<file path="src/rmts_pkg.sv">
// Package with the shared types, codes and constants of the rate-monotonic task scheduler.
package rmts_pkg;

  localparam int MAX_TASKS_DEF = 16;
  localparam int PID_W = 22;
  localparam int PER_W = 32;
  localparam int SHARE_W = 10;
  localparam int TIME_W = 64;
  localparam int STATUS_W = 3;
  localparam int DIVD_W = 42;
  localparam int DIVC_W = 6;
  localparam logic [SHARE_W-1:0] LIMIT_RESET = 10'd693;
  localparam logic [SHARE_W-1:0] SHARE_SCALE = 10'd1000;

  typedef enum logic [1:0] {
    CMD_REGISTER   = 2'd0,
    CMD_DEREGISTER = 2'd1,
    CMD_YIELD      = 2'd2,
    CMD_TICK       = 2'd3
  } cmd_t;

  typedef enum logic [STATUS_W-1:0] {
    ST_OK        = 3'd0,
    ST_OVER      = 3'd1,
    ST_FULL      = 3'd2,
    ST_NOT_FOUND = 3'd3,
    ST_PAST      = 3'd4,
    ST_ZERO      = 3'd5
  } status_t;

  typedef enum logic [1:0] {
    MODE_SLEEP = 2'd0,
    MODE_READY = 2'd1,
    MODE_RUN   = 2'd2
  } mode_t;

  typedef enum logic [3:0] {
    OP_IDLE,
    OP_LOOK,
    OP_SCAN_A,
    OP_SCAN_B,
    OP_REG,
    OP_DEREG,
    OP_YIELD,
    OP_TICK,
    OP_DISPATCH
  } op_t;

  typedef enum logic [3:0] {
    S_IDLE,
    S_LOOK,
    S_CHECK,
    S_TICK,
    S_APPLY,
    S_SCANA,
    S_AHOLD,
    S_SCANB,
    S_DISP,
    S_DONE
  } state_t;

  typedef struct packed {
    op_t                op;
    logic [PID_W-1:0]   pid;
    logic [PER_W-1:0]   period;
    logic [SHARE_W-1:0] share;
    logic [TIME_W-1:0]  now;
    logic [PER_W-1:0]   best_period;
  } bcast_t;

  typedef struct packed {
    logic               free_taken;
    logic               pid_taken;
    logic [SHARE_W-1:0] pid_share;
    logic               pid_rel_lt;
    logic               rdy_found;
    logic [PER_W-1:0]   rdy_period;
    logic               cr_found;
    logic [PER_W-1:0]   cr_period;
    logic [PID_W-1:0]   cr_pid;
    logic               b_taken;
    logic [PID_W-1:0]   b_pid;
  } link_t;

endpackage

</file>
<file path="src/rmts_div.sv">
// Iterative restoring divider that computes the utilization share of a new task.
module rmts_div
  import rmts_pkg::*;
(
  input  logic              clk,
  input  logic              rst_n,
  input  logic              start,
  input  logic [PER_W-1:0]  runtime,
  input  logic [PER_W-1:0]  period,
  output logic              done,
  output logic [DIVD_W-1:0] quot
);

  logic [DIVD_W-1:0] q_r;
  logic [PER_W-1:0]  rem_r;
  logic [PER_W-1:0]  div_r;
  logic [DIVC_W-1:0] cnt_r;
  logic              busy_r;
  logic              done_r;
  logic [PER_W:0]    trial;
  logic              fits;

  assign trial = {rem_r, q_r[DIVD_W-1]};
  assign fits  = trial >= {1'b0, div_r};

  always_ff @(posedge clk) begin
    if (!rst_n) begin
      busy_r <= 1'b0;
      done_r <= 1'b0;
      cnt_r  <= '0;
    end else if (start) begin
      busy_r <= 1'b1;
      done_r <= 1'b0;
      cnt_r  <= '0;
    end else if (busy_r) begin
      cnt_r <= cnt_r + 1'b1;
      if (cnt_r == DIVC_W'(DIVD_W - 1)) begin
        busy_r <= 1'b0;
        done_r <= 1'b1;
      end
    end
  end

  always_ff @(posedge clk) begin
    if (start) begin
      q_r   <= DIVD_W'(runtime) * DIVD_W'(SHARE_SCALE);
      rem_r <= '0;
      div_r <= period;
    end else if (busy_r) begin
      if (fits) begin
        rem_r <= PER_W'(trial - {1'b0, div_r});
      end else begin
        rem_r <= trial[PER_W-1:0];
      end
      q_r <= {q_r[DIVD_W-2:0], fits};
    end
  end

  assign done = done_r;
  assign quot = q_r;

endmodule

</file>
<file path="config.mk">
export PLATFORM = sky130hd
export DESIGN_NAME = rmts_div
export DESIGN_NICKNAME = d
export VERILOG_FILES = /design/src/rmts_pkg.sv /design/src/rmts_div.sv
export SDC_FILE = /design/constraint.sdc
export NUM_CORES = 1
export LEC_CHECK = 0
export ABC_AREA = 0
export BUFFER_PORTS_ARGS = -buffer_cell sky130_fd_sc_hd__buf_4
export CAP_MARGIN = 20
export CORE_MARGIN = 5
export CORE_UTILIZATION = 60
export DETAILED_ROUTE_END_ITERATION = 8
export PLACE_DENSITY = 0.81
export RECOVER_POWER = 50
export SYNTH_ARGS = -nofsm -noshare
export SYNTH_HDL_FRONTEND = slang
export SYNTH_SLANG_ARGS = --single-unit
</file>
<file path="constraint.sdc">
create_clock -name clk -period 11.9 [get_ports clk]
set_input_delay 2.38 -clock clk [delete_from_list [all_inputs] [get_ports clk]]
set_output_delay 2.38 -clock clk [all_outputs]
set_load 0.02 [all_outputs]
</file>
==> metrics.md <==
| Metric | Value |
|---|---|
| Setup TNS | `0 ns` |
| Fin crit share | `61.7%` |
| Final setup violation count | `0` |
| Io pins | `110` |
| Clk slew on worst S/H paths | `approximately 0.060 ns` |
| Final net count | `between 1500 and 2000` |
| Worst Hold Endpoint | `rem_r[21]$_SDFFE_PP0P_` |
| Die Y | `between 100 and 150 um` |
| Final WL | `between 20000 and 30000 um` |
| 1st-iter DRT viols | `about 660` |
| Shortest period the worst path allows | `between 7 and 8 ns` |
| Crit Path Class | `input pin to flop` |
| Post-Place Worst Slack | `~4.5 ns` |
| DRC viols | `0` |
| RR Startpoint | `div_r[13]$_DFFE_PP_` |
| Post-synth EDFFs | `71` |
| Area growth syn-to-layout | `13.1%` |
| Reg2reg setup slack | `8.23 ns` |
| Top cells by count, synth | `204 x inv_1, 119 x fa_1, 119 x ha_1` |
| Min-delay src | `rem_r[21]$_SDFFE_PP0P_` |
| Post-synth top area cell | `fa_1` |
| CP Capture Type | `flop` |
| Total grt overflow | `0` |
| Die footprint | `between 20000 and 25000 um^2` |
| Asr flop ratio synth | `0%` |
| Final hold vios | `0` |
| Most common cell in the netlist | `inv_1` |
| PwrDens | `about 230 nW/um^2` |
| Pins Over Slew Limit | `71` |
| Number of global-route vias before repair | `between 9000 and 10000` |
| Gpl congestion | `about 0.90` |
| Tot GR Track Use | `a little under a quarter` |
| Min setup slack post-route | `4.56 ns` |
| Post-synthesis sequential area ratio | `approximately a quarter` |
| Failing checks | `capacitance limit, slew limit` |
| Leakage power | `~6.1 nW` |
| Share of cells above drive strength 1 | `8.84%` |
| ANT nets after route | `0` |
| Total power | `2.97 mW` |
| Startpoint types | `input pin` |
| R2R Path End | `rem_r[7]$_SDFFE_PP0P_` |
| Count of input and output buffers | `109` |
| Detailed placement HPWL | `20200 um` |
| Clock buffer count from CTS | `17` |
| Cts repair resizes | `0` |
| First-pass GRT wire length | `approximately 43000 um` |
| Max-cap violations | `1` |
| DR pass1 iterations | `5` |
| Hold Buf Count CTS | `0` |
| Post-DR wirelength/cell | `approximately 16 um` |
| Core area | `18800 um^2` |
| Peak supply drop | `about 0.00013 V` |
| Hold Crit Class | `flop to flop` |
| Max Fclk | `~140 MHz` |
| Postcts setup bufs | `0` |
| Initial antenna violation count | `0` |
| Critical path arrival | `between 7 and 8 ns` |
| Synth area leaders | `fa_1 21%, edfxtp_1 18%, ha_1 13%` |
| Total clock sinks | `about 110` |
| Initial Util | `roughly three fifths` |
| Post-synth cell types | `63` |
| Hold Path Cell Cnt | `2` |
| Primary FF master, synth | `edfxtp_1` |
| Num rows | `50` |
| CTS tree | `done` |
| Relative slew slack | `-143%` |
| Net Count, Synth | `1505` |
| Syn. warnings | `0` |
| Clock insertion delay at the later pin of the skew report | `between 0.4 and 0.5 ns` |
| Skew final | `around 0.0078 ns` |
| Ant diodes | `0` |
| Run status | `complete, but fails checks` |
| Unrepaired setup endpoints after global routing | `false` |
| Synth top area share | `between 20% and 30%` |
| Critical Path RT | `12.21 ns` |
| DR vias | `8914` |
| Post-synthesis cell area | `about 12000 um^2` |
| Syn Inst Count | `between 1000 and 1500` |
| #FFs+latches synth | `between 100 and 150` |
| Root buffer cell | `clkbuf_16` |
| H-tree depth | `4` |
| Register-to-Register Path Depth | `11` |
| Largest net degree at the start of global routing | `71` |
| Syn Area/Cell | `9.61 um^2` |
| Die X | `between 100 and 150 um` |
| Clock tree buffer depth | `2` |
| Critical Path Fanout Max | `70` |
| Via/cell ratio | `around 5.7` |
| Slew @ Worst Pin | `approximately 3.6 ns` |
## kinds of logic (layout without fill, tap and decap cells)
kind of cell	after synthesis	in the layout	share of synthesized area (%)
and+or+nand+nor	234	234	9.28
DFF	114	114	25.9
AOI/OAI and AO/OA	293	293	16.7
buffers and inverters	237	349	7.96
muxes	18	18	1.56
adders and majority gates	238	238	33.6
xor gates and xnor gates	66	66	5.01
## per-stage QoR
stage / hold WS, ns / util [%] / cells / cell area (um^2)
finish: 0.491 / 69.3 / 1572 / 13100
global route: 0.516 / 69.3 / 1572 / 13100
CTS: 0.491 / 70.2 / 1572 / 13200
detailed placement: 0.481 / 66.7 / 1540 / 12600
global placement: 0.472 / 66.7 / 1540 / 12600
floorplan: 0.453 / - / 1200 / 11500
## cell usage in the layout, fill, tap and decap left out, drive strengths merged, types with 3 or more instances in the layout
cell type | netlist | routed
inv | 204 | 205
o31a | 3 | 3
and3 | 7 | 7
or3 | 4 | 4
xor2 | 28 | 28
dfxtp | 43 | 43
o21a | 8 | 8
fa | 119 | 119
xnor2 | 38 | 38
nand2b | 8 | 8
ha | 119 | 119
edfxtp | 71 | 71
a211oi | 22 | 22
nand4 | 8 | 8
nor2 | 61 | 61
buf | 7 | 40
o31ai | 6 | 6
a22o | 7 | 7
a32oi | 6 | 6
nor2b | 8 | 8
a31oi | 9 | 9
a41oi | 3 | 3
mux2i | 18 | 18
clkbuf | 26 | 100
o211ai | 13 | 13
nand3 | 15 | 15
o21bai | 11 | 11
a21oi | 64 | 64
and4 | 3 | 3
nor4 | 4 | 4
a21o | 44 | 44
a311oi | 7 | 7
nand2 | 99 | 99
nor3 | 6 | 6
o21ai | 74 | 74
and2 | 6 | 6
## how the worst max path moves through the flow
stage / slack [ns] / end / startpoint
2_1_floorplan: 5.02 / quot[40]$_DFFE_PP_ / runtime[5]
3_3_place_gp: 4.55 / quot[40]$_DFFE_PP_ / runtime[6]
3_5_place_dp: 4.47 / quot[40]$_DFFE_PP_ / runtime[0]
4_1_cts: 4.89 / quot[40]$_DFFE_PP_ / runtime[0]
5_1_grt: 3.96 / rem_r[27]$_SDFFE_PP0P_ / start
6_report: 4.56 / rem_r[27]$_SDFFE_PP0P_ / start
## power breakdown
group          total, mW  internal (mW)  switching (mW)
Sequential         0.613          0.548          0.0651
Combinational       1.82          0.762            1.05
Clock              0.543          0.363           0.179
## registers in the layout, summed over array words and instances (netlist names)
name    cells
busy_r      1
cnt_r       6
div_r      32
done        1
quot       42
rem_r      32
## final cells by class
type                    count  area (um^2)
well taps                 260          325
multi-input cells         849         7630
inverters                 204          766
clock buffers              27          597
fillers                  1511         5780
flip-flops and latches    114         2990
clock inverters             5         53.8
repair buffers            113          683
## critical path, stage by stage
cell	delay, ns
clkbuf_1	2.52
inv_1	1.52
nand2_1	0.80
a2111oi_0	0.13
mux2i_1	0.18
nand2_1	0.07
## metal layers
metal  global-route usage [%]  routed length, um  vias up
li1                         -                  -     4292
met1                     33.0              11200     4288
met2                     39.1              12000      292
met3                     4.30               1650       42
met4                     6.97                538        0
met5                        0                  0        -
(Power assumes the default switching activity.)
