### config.mk
export PLATFORM = sky130hd
export DESIGN_NAME = rmts_cell
export DESIGN_NICKNAME = d
export VERILOG_FILES = /design/src/rmts_pkg.sv /design/src/rmts_cell.sv
export SDC_FILE = /design/constraint.sdc
export NUM_CORES = 1
export LEC_CHECK = 0
export ABC_AREA = 1
export BUFFER_PORTS_ARGS = -buffer_cell sky130_fd_sc_hd__buf_2
export CAP_MARGIN = 10
export CORE_MARGIN = 5
export CORE_UTILIZATION = 58
export DETAILED_ROUTE_END_ITERATION = 10
export GPL_TIMING_DRIVEN = 0
export PLACE_DENSITY = 0.87
export SYNTH_ARGS = -nofsm -noshare
export SYNTH_HDL_FRONTEND = slang
export SYNTH_SLANG_ARGS = --single-unit
export TNS_END_PERCENT = 5
### constraint.sdc
create_clock -name clk -period 11.1 [get_ports clk]
set_input_delay 0.555 -clock clk [delete_from_list [all_inputs] [get_ports clk]]
set_output_delay 0.555 -clock clk [all_outputs]
set_load 0.02 [all_outputs]
### src/rmts_pkg.sv
// Package with the shared types, codes and constants of the rate-monotonic task scheduler.
package rmts_pkg;

  localparam int MAX_TASKS_DEF = 16;
  localparam int PID_W = 22;
  localparam int PER_W = 32;
  localparam int SHARE_W = 10;
  localparam int TIME_W = 64;
  localparam int STATUS_W = 3;
  localparam int DIVD_W = 42;
  localparam int DIVC_W = 6;
  localparam logic [SHARE_W-1:0] LIMIT_RESET = 10'd693;
  localparam logic [SHARE_W-1:0] SHARE_SCALE = 10'd1000;

  typedef enum logic [1:0] {
    CMD_REGISTER   = 2'd0,
    CMD_DEREGISTER = 2'd1,
    CMD_YIELD      = 2'd2,
    CMD_TICK       = 2'd3
  } cmd_t;

  typedef enum logic [STATUS_W-1:0] {
    ST_OK        = 3'd0,
    ST_OVER      = 3'd1,
    ST_FULL      = 3'd2,
    ST_NOT_FOUND = 3'd3,
    ST_PAST      = 3'd4,
    ST_ZERO      = 3'd5
  } status_t;

  typedef enum logic [1:0] {
    MODE_SLEEP = 2'd0,
    MODE_READY = 2'd1,
    MODE_RUN   = 2'd2
  } mode_t;

  typedef enum logic [3:0] {
    OP_IDLE,
    OP_LOOK,
    OP_SCAN_A,
    OP_SCAN_B,
    OP_REG,
    OP_DEREG,
    OP_YIELD,
    OP_TICK,
    OP_DISPATCH
  } op_t;

  typedef enum logic [3:0] {
    S_IDLE,
    S_LOOK,
    S_CHECK,
    S_TICK,
    S_APPLY,
    S_SCANA,
    S_AHOLD,
    S_SCANB,
    S_DISP,
    S_DONE
  } state_t;

  typedef struct packed {
    op_t                op;
    logic [PID_W-1:0]   pid;
    logic [PER_W-1:0]   period;
    logic [SHARE_W-1:0] share;
    logic [TIME_W-1:0]  now;
    logic [PER_W-1:0]   best_period;
  } bcast_t;

  typedef struct packed {
    logic               free_taken;
    logic               pid_taken;
    logic [SHARE_W-1:0] pid_share;
    logic               pid_rel_lt;
    logic               rdy_found;
    logic [PER_W-1:0]   rdy_period;
    logic               cr_found;
    logic [PER_W-1:0]   cr_period;
    logic [PID_W-1:0]   cr_pid;
    logic               b_taken;
    logic [PID_W-1:0]   b_pid;
  } link_t;

endpackage

### src/rmts_cell.sv
// One task slot of the scheduler chain, passing lookup and selection data to its neighbor.
module rmts_cell
  import rmts_pkg::*;
(
  input  logic   clk,
  input  logic   rst_n,
  input  bcast_t bc,
  input  link_t  link_i,
  output link_t  link_o
);

  logic               valid_r;
  logic               armed_r;
  logic               cur_r;
  logic               sel_free_r;
  logic               sel_pid_r;
  logic               sel_best_r;
  logic [PID_W-1:0]   pid_r;
  logic [PER_W-1:0]   period_r;
  logic [SHARE_W-1:0] share_r;
  mode_t              mode_r;
  logic [TIME_W-1:0]  rel_r;
  link_t              link_r;
  link_t              link_nxt;
  logic               sel_free_c;
  logic               sel_pid_c;
  logic               sel_best_c;
  logic               match;
  logic               rdy;
  logic               take;
  logic               crun;
  logic               due;

  always_comb begin
    match      = valid_r && (pid_r == bc.pid);
    sel_free_c = !valid_r && !link_i.free_taken;
    sel_pid_c  = match && !link_i.pid_taken;
    rdy        = valid_r && (mode_r == MODE_READY);
    take       = rdy && (!link_i.rdy_found || (period_r < link_i.rdy_period));
    crun       = cur_r && valid_r && (mode_r == MODE_RUN);
    sel_best_c = rdy && (period_r == bc.best_period) && !link_i.b_taken;
    due        = valid_r && armed_r && (rel_r <= bc.now);

    link_nxt            = link_i;
    link_nxt.free_taken = link_i.free_taken || !valid_r;
    link_nxt.pid_taken  = link_i.pid_taken || match;
    if (sel_pid_c) begin
      link_nxt.pid_share  = share_r;
      link_nxt.pid_rel_lt = rel_r < bc.now;
    end
    link_nxt.rdy_found = link_i.rdy_found || rdy;
    if (take) begin
      link_nxt.rdy_period = period_r;
    end
    if (crun) begin
      link_nxt.cr_found  = 1'b1;
      link_nxt.cr_period = period_r;
      link_nxt.cr_pid    = pid_r;
    end
    link_nxt.b_taken = link_i.b_taken || sel_best_c;
    if (sel_best_c) begin
      link_nxt.b_pid = pid_r;
    end
  end

  always_ff @(posedge clk) begin
    if (!rst_n) begin
      valid_r    <= 1'b0;
      armed_r    <= 1'b0;
      cur_r      <= 1'b0;
      sel_free_r <= 1'b0;
      sel_pid_r  <= 1'b0;
      sel_best_r <= 1'b0;
      link_r     <= '0;
    end else begin
      link_r <= link_nxt;
      case (bc.op)
        OP_LOOK: begin
          sel_free_r <= sel_free_c;
          sel_pid_r  <= sel_pid_c;
        end
        OP_SCAN_B: begin
          sel_best_r <= sel_best_c;
        end
        OP_REG: begin
          if (sel_free_r) begin
            valid_r <= 1'b1;
            armed_r <= 1'b0;
          end
        end
        OP_DEREG: begin
          if (sel_pid_r) begin
            valid_r <= 1'b0;
            armed_r <= 1'b0;
            cur_r   <= 1'b0;
          end
        end
        OP_YIELD: begin
          if (sel_pid_r) begin
            armed_r <= 1'b1;
          end
        end
        OP_TICK: begin
          if (due) begin
            armed_r <= 1'b0;
          end
        end
        OP_DISPATCH: begin
          cur_r <= sel_best_r;
        end
        default: begin
        end
      endcase
    end
  end

  always_ff @(posedge clk) begin
    case (bc.op)
      OP_REG: begin
        if (sel_free_r) begin
          pid_r    <= bc.pid;
          period_r <= bc.period;
          share_r  <= bc.share;
          mode_r   <= MODE_SLEEP;
          rel_r    <= bc.now + TIME_W'(bc.period);
        end
      end
      OP_YIELD: begin
        if (sel_pid_r) begin
          mode_r <= MODE_SLEEP;
        end
      end
      OP_TICK: begin
        if (due) begin
          mode_r <= MODE_READY;
          rel_r  <= bc.now + TIME_W'(period_r);
        end
      end
      OP_DISPATCH: begin
        if (sel_best_r) begin
          mode_r <= MODE_RUN;
        end else if (crun) begin
          mode_r <= MODE_READY;
        end
      end
      default: begin
      end
    endcase
  end

  assign link_o = link_r;

endmodule

==> impl_metrics.py <==
metrics = {
    "outcome": {
        "status": "finished clean",
    },
    "global_routing": {
        "antenna_found_initial": 24,
        "grt_max_degree": 43,
        "overflow": 0,
        "grt_first_pass_wirelength_um": 80710,
        "grt_pass1_vias": 14667,
        "grt_use_total_pct": 35.75,
    },
    "logic_synthesis": {
        "yosys.area_share.simple_pct": 18.95,
        "netlist_area_sq_um": 15100,
        "ys_seq_area_share_pct": 43.08,
        "synth_top_family_by_area": "simple AND/OR/NAND/NOR gates",
        "ys_async_sr_fraction_pct": 0,
        "synth_cell_type_count": 47,
        "syn_nets": 2295,
        "synth-compound-area-share_pct": 13.55,
        "avgSynthCellArea_sq_um": 8.046,
        "synth_ff_type": "edfxtp_1",
        "yosys_warnings": 0,
        "synthAdderAreaFrac_pct": 10.65,
        "synthCells": 1877,
        "synth_edf_count": 130,
        "synthMuxAreaShare_pct": 0,
        "ys_seq_elements": 260,
        "synth_xor_area_share_pct": 5.626,
    },
    "place": {
        "dp.cells": 2627,
        "hpwl_um": 44010,
        "place_ws_ps": 6004,
        "place.gp.congestion": 1.006,
        "port_buffers": 412,
    },
    "clock_network": {
        "clkLatencyLatePin_ps": 550,
        "cts_resized": 0,
        "clk_pin_slew_ps": 60,
        "numCtsBuffers": 29,
        "hold_buffers": 0,
        "clock_path_buffers": 3,
        "postCtsSetupBuffers": 0,
        "cts.sinks": 260,
        "cts_root_buf": "clkbuf_16",
        "htreeDepth": 1,
        "cts_tree": "done",
    },
    "power": {
        "vdd_drop_max_uv": 157.5,
        "switchingPower_w": 0.0006685,
        "power.density_nw_per_um2": 129.6,
        "comb_power_share_pct": 17.0,
        "pwr-share-clk_pct": 39.6,
        "pwr-share-seq_pct": 43.4,
        "internal_power_w": 0.001749,
        "leakage_nw": 8.978,
        "p_sw_share_pct": 27.65,
    },
    "critical_path": {
        "path_common_cell": "inv_1",
        "cp_max_fo": 10,
        "crit_type": "in2reg",
        "slowest_delay_ps": 490,
        "startpoint_type": "input port",
        "crit_family": "compound AO/OA/AOI/OAI gates",
        "cp_cell_sequence": "buf_2 > inv_1 > nor2_1 > inv_1 > nor2_1 > inv_1 > clkbuf_1 > clkbuf_1 > o21ai_0 > ha_1 > inv_1 > fa_1 > inv_1 > nand3_1 > nand2_1 > a21oi_2 > o21ai_2 > a21oi_1 > o21ai_0 > nand3_1 > nor2_1 > nor2_1",
        "crit_buf_inv": 8,
        "cp_slowest_cell": "o21ai_0",
        "required_ps": 11400,
        "worst_setup_path_end_kind": "register",
        "cp.arrival_ps": 5010,
    },
    "drt": {
        "viasPerCell": 5.693,
        "wl_um": 55280,
        "ant_nets": 0,
        "dr.pass1.iters": 9,
        "drc": 0,
        "dr_total_vias": 15365,
        "dr.first_iter.drc_count": 1803,
        "wl_per_cell_um": 20.48,
    },
    "sta": {
        "drv_slew": 0,
        "finalSetupTns_ps": 0,
        "hold_viol": 0,
        "clock_skew_ps": 20.98,
        "tightest_slew_ps": 850.4,
        "max_slew_margin_pct": 43.16,
        "timing.fmax_ghz": 0.2125,
        "setup_viol": 0,
        "rsz0062_at_grt": "no",
        "fin_crit_sh_pct": 42.39,
        "fin_crit_ps": 4705,
        "fin_ws_ps": 6395,
    },
    "final_layout": {
        "nets": 2741,
        "area_growth_syn_to_layout_pct": 23.52,
        "fin_cells": 2699,
        "drive_gt1_share_pct": 20.85,
    },
    "hold_path": {
        "hp-class": "in2reg",
    },
    "die": {
        "fp.coreArea_sq_um": 25840,
        "die_y_um": 171.4,
        "start_util_pct": 58.45,
        "num_rows": 59,
        "dieArea_sq_um": 29360,
        "die_x_um": 171.4,
        "ioPinCount": 414,
    },
    "run": {
        "maxCapViolations": 0,
    },
}
==> path summary, 6_finish.rpt <==
kind | depth (start not counted) | endpoint | start | slack [ps]
worst max-delay path | 22 | rel_r[50] | bc[162] | 6390
worst min-delay path | 1 | share_r[3] | bc[99] | 180
worst max register to register | 15 | rel_r[50] | period_r[0] | 7400
worst min register to register | 2 | link_o[119] | share_r[7] | 500
==> cell usage in the layout, fill, tap and decap left out, drive strengths merged, types with 2 or more instances in the layout <==
master / netlist / final
a21boi: 2 / 2
a21oi: 179 / 179
diode: 0 / 19
o221ai: 3 / 3
xnor2: 29 / 29
buf: 11 / 426
or2: 10 / 10
nand2: 279 / 279
nor4: 19 / 19
clkbuf: 39 / 82
clkinv: 1 / 6
dfxtp: 130 / 130
xor2: 68 / 68
nand3: 69 / 69
o2111ai: 4 / 4
nand4: 19 / 19
inv: 271 / 274
o211ai: 2 / 2
nor2: 249 / 249
o21a: 13 / 13
o21ai: 163 / 163
edfxtp: 130 / 130
ha: 127 / 127
a31oi: 9 / 9
a21o: 4 / 4
and3: 5 / 5
nor3: 34 / 34
==> layer usage <==
layer,vias to the layer above,routed length (um),track usage (%)
met4,10,2967,17.29
met3,198,6074,8.481
met1,7009,19360,41.94
met5,-,79,0
met2,989,26810,61.72
li1,7159,-,-
==> synthesized netlist by cell type (9+ instances only) <==
| master | count | area (sq um) |
|---|---|---|
| a31oi_1 | 9 | 56.30 |
| nor3_1 | 33 | 165.2 |
| or2_2 | 9 | 56.30 |
| ha_1 | 127 | 1589 |
| nand4_1 | 19 | 118.9 |
| nand2_1 | 279 | 1047 |
| o21ai_0 | 155 | 775.7 |
| edfxtp_1 | 130 | 3904 |
| xor2_1 | 68 | 595.6 |
| inv_1 | 269 | 1010 |
| a21oi_1 | 177 | 885.9 |
| nor4_1 | 18 | 112.6 |
| o21a_1 | 13 | 97.59 |
| nor2_1 | 248 | 930.9 |
| dfxtp_1 | 130 | 2603 |
| xnor2_1 | 29 | 254.0 |
| nand3_1 | 68 | 340.3 |
| clkbuf_1 | 37 | 138.9 |
==> through the flow <==
stage          hold slack [ps]  cell area [sq um]  power, W  utilization [%]
2_1_floorplan            466.6              15100  0.001304                -
3_3_place_gp             481.9              17580  0.001453            68.05
3_5_place_dp             486.5              17660  0.001465            68.36
4_1_cts                  169.7              18610  0.002407            72.01
5_1_grt                  170.4              18650  0.002498            72.20
6_report                 180.9              18650  0.002417            72.20
==> power by group through the flow <==
stage,registers (W),clock network [W],logic [W]
after CTS,0.00105,0.000958,0.000400
final,0.00105,0.000958,0.000410
after floorplan,0.00110,0,0.000204
after global placement,0.00107,0,0.000384
after detailed placement,0.00107,0,0.000395
after global routing,0.00105,0.00100,0.000447
==> sequential cells by signal, indices dropped and copies added, names as in the netlist <==
register,flops
valid_r,1
sel_free_r,1
sel_best_r,1
share_r,10
mode_r,2
period_r,32
sel_pid_r,1
link_o,124
cur_r,1
armed_r,1
pid_r,22
rel_r,64
==> cell families after synthesis <==
logic type / count (synthesis)
compound gates: 384
fa+ha+maj: 128
simple gates: 686
buf+inv: 322
flops: 260
xor+xnor: 97
==> layout make-up <==
type	instances	area [sq um]
Fill cell	2015	7183
Tap cell	335	419.2
Clock buffer	43	854.6
Antenna cell	19	47.55
Inverter	272	1021
Buffer	50	209.0
Clock inverter	10	90.09
Timing Repair Buffer	415	2130
Multi-Input combinational cell	1295	7377
Sequential cell	260	6506
==> worst reg2reg max path, stage by stage (launching register included) <==
cell,delay (ps)
edfxtp_1,360
inv_1,100
o21ai_0,400
ha_1,280
inv_1,70
fa_1,400
inv_1,70
nand3_1,60
nand2_1,160
a21oi_2,120
o21ai_2,230
a21oi_1,200
o21ai_0,480
nand3_1,300
nor2_1,160
nor2_1,60
No activity file was read; power rests on OpenSTA's default activity.
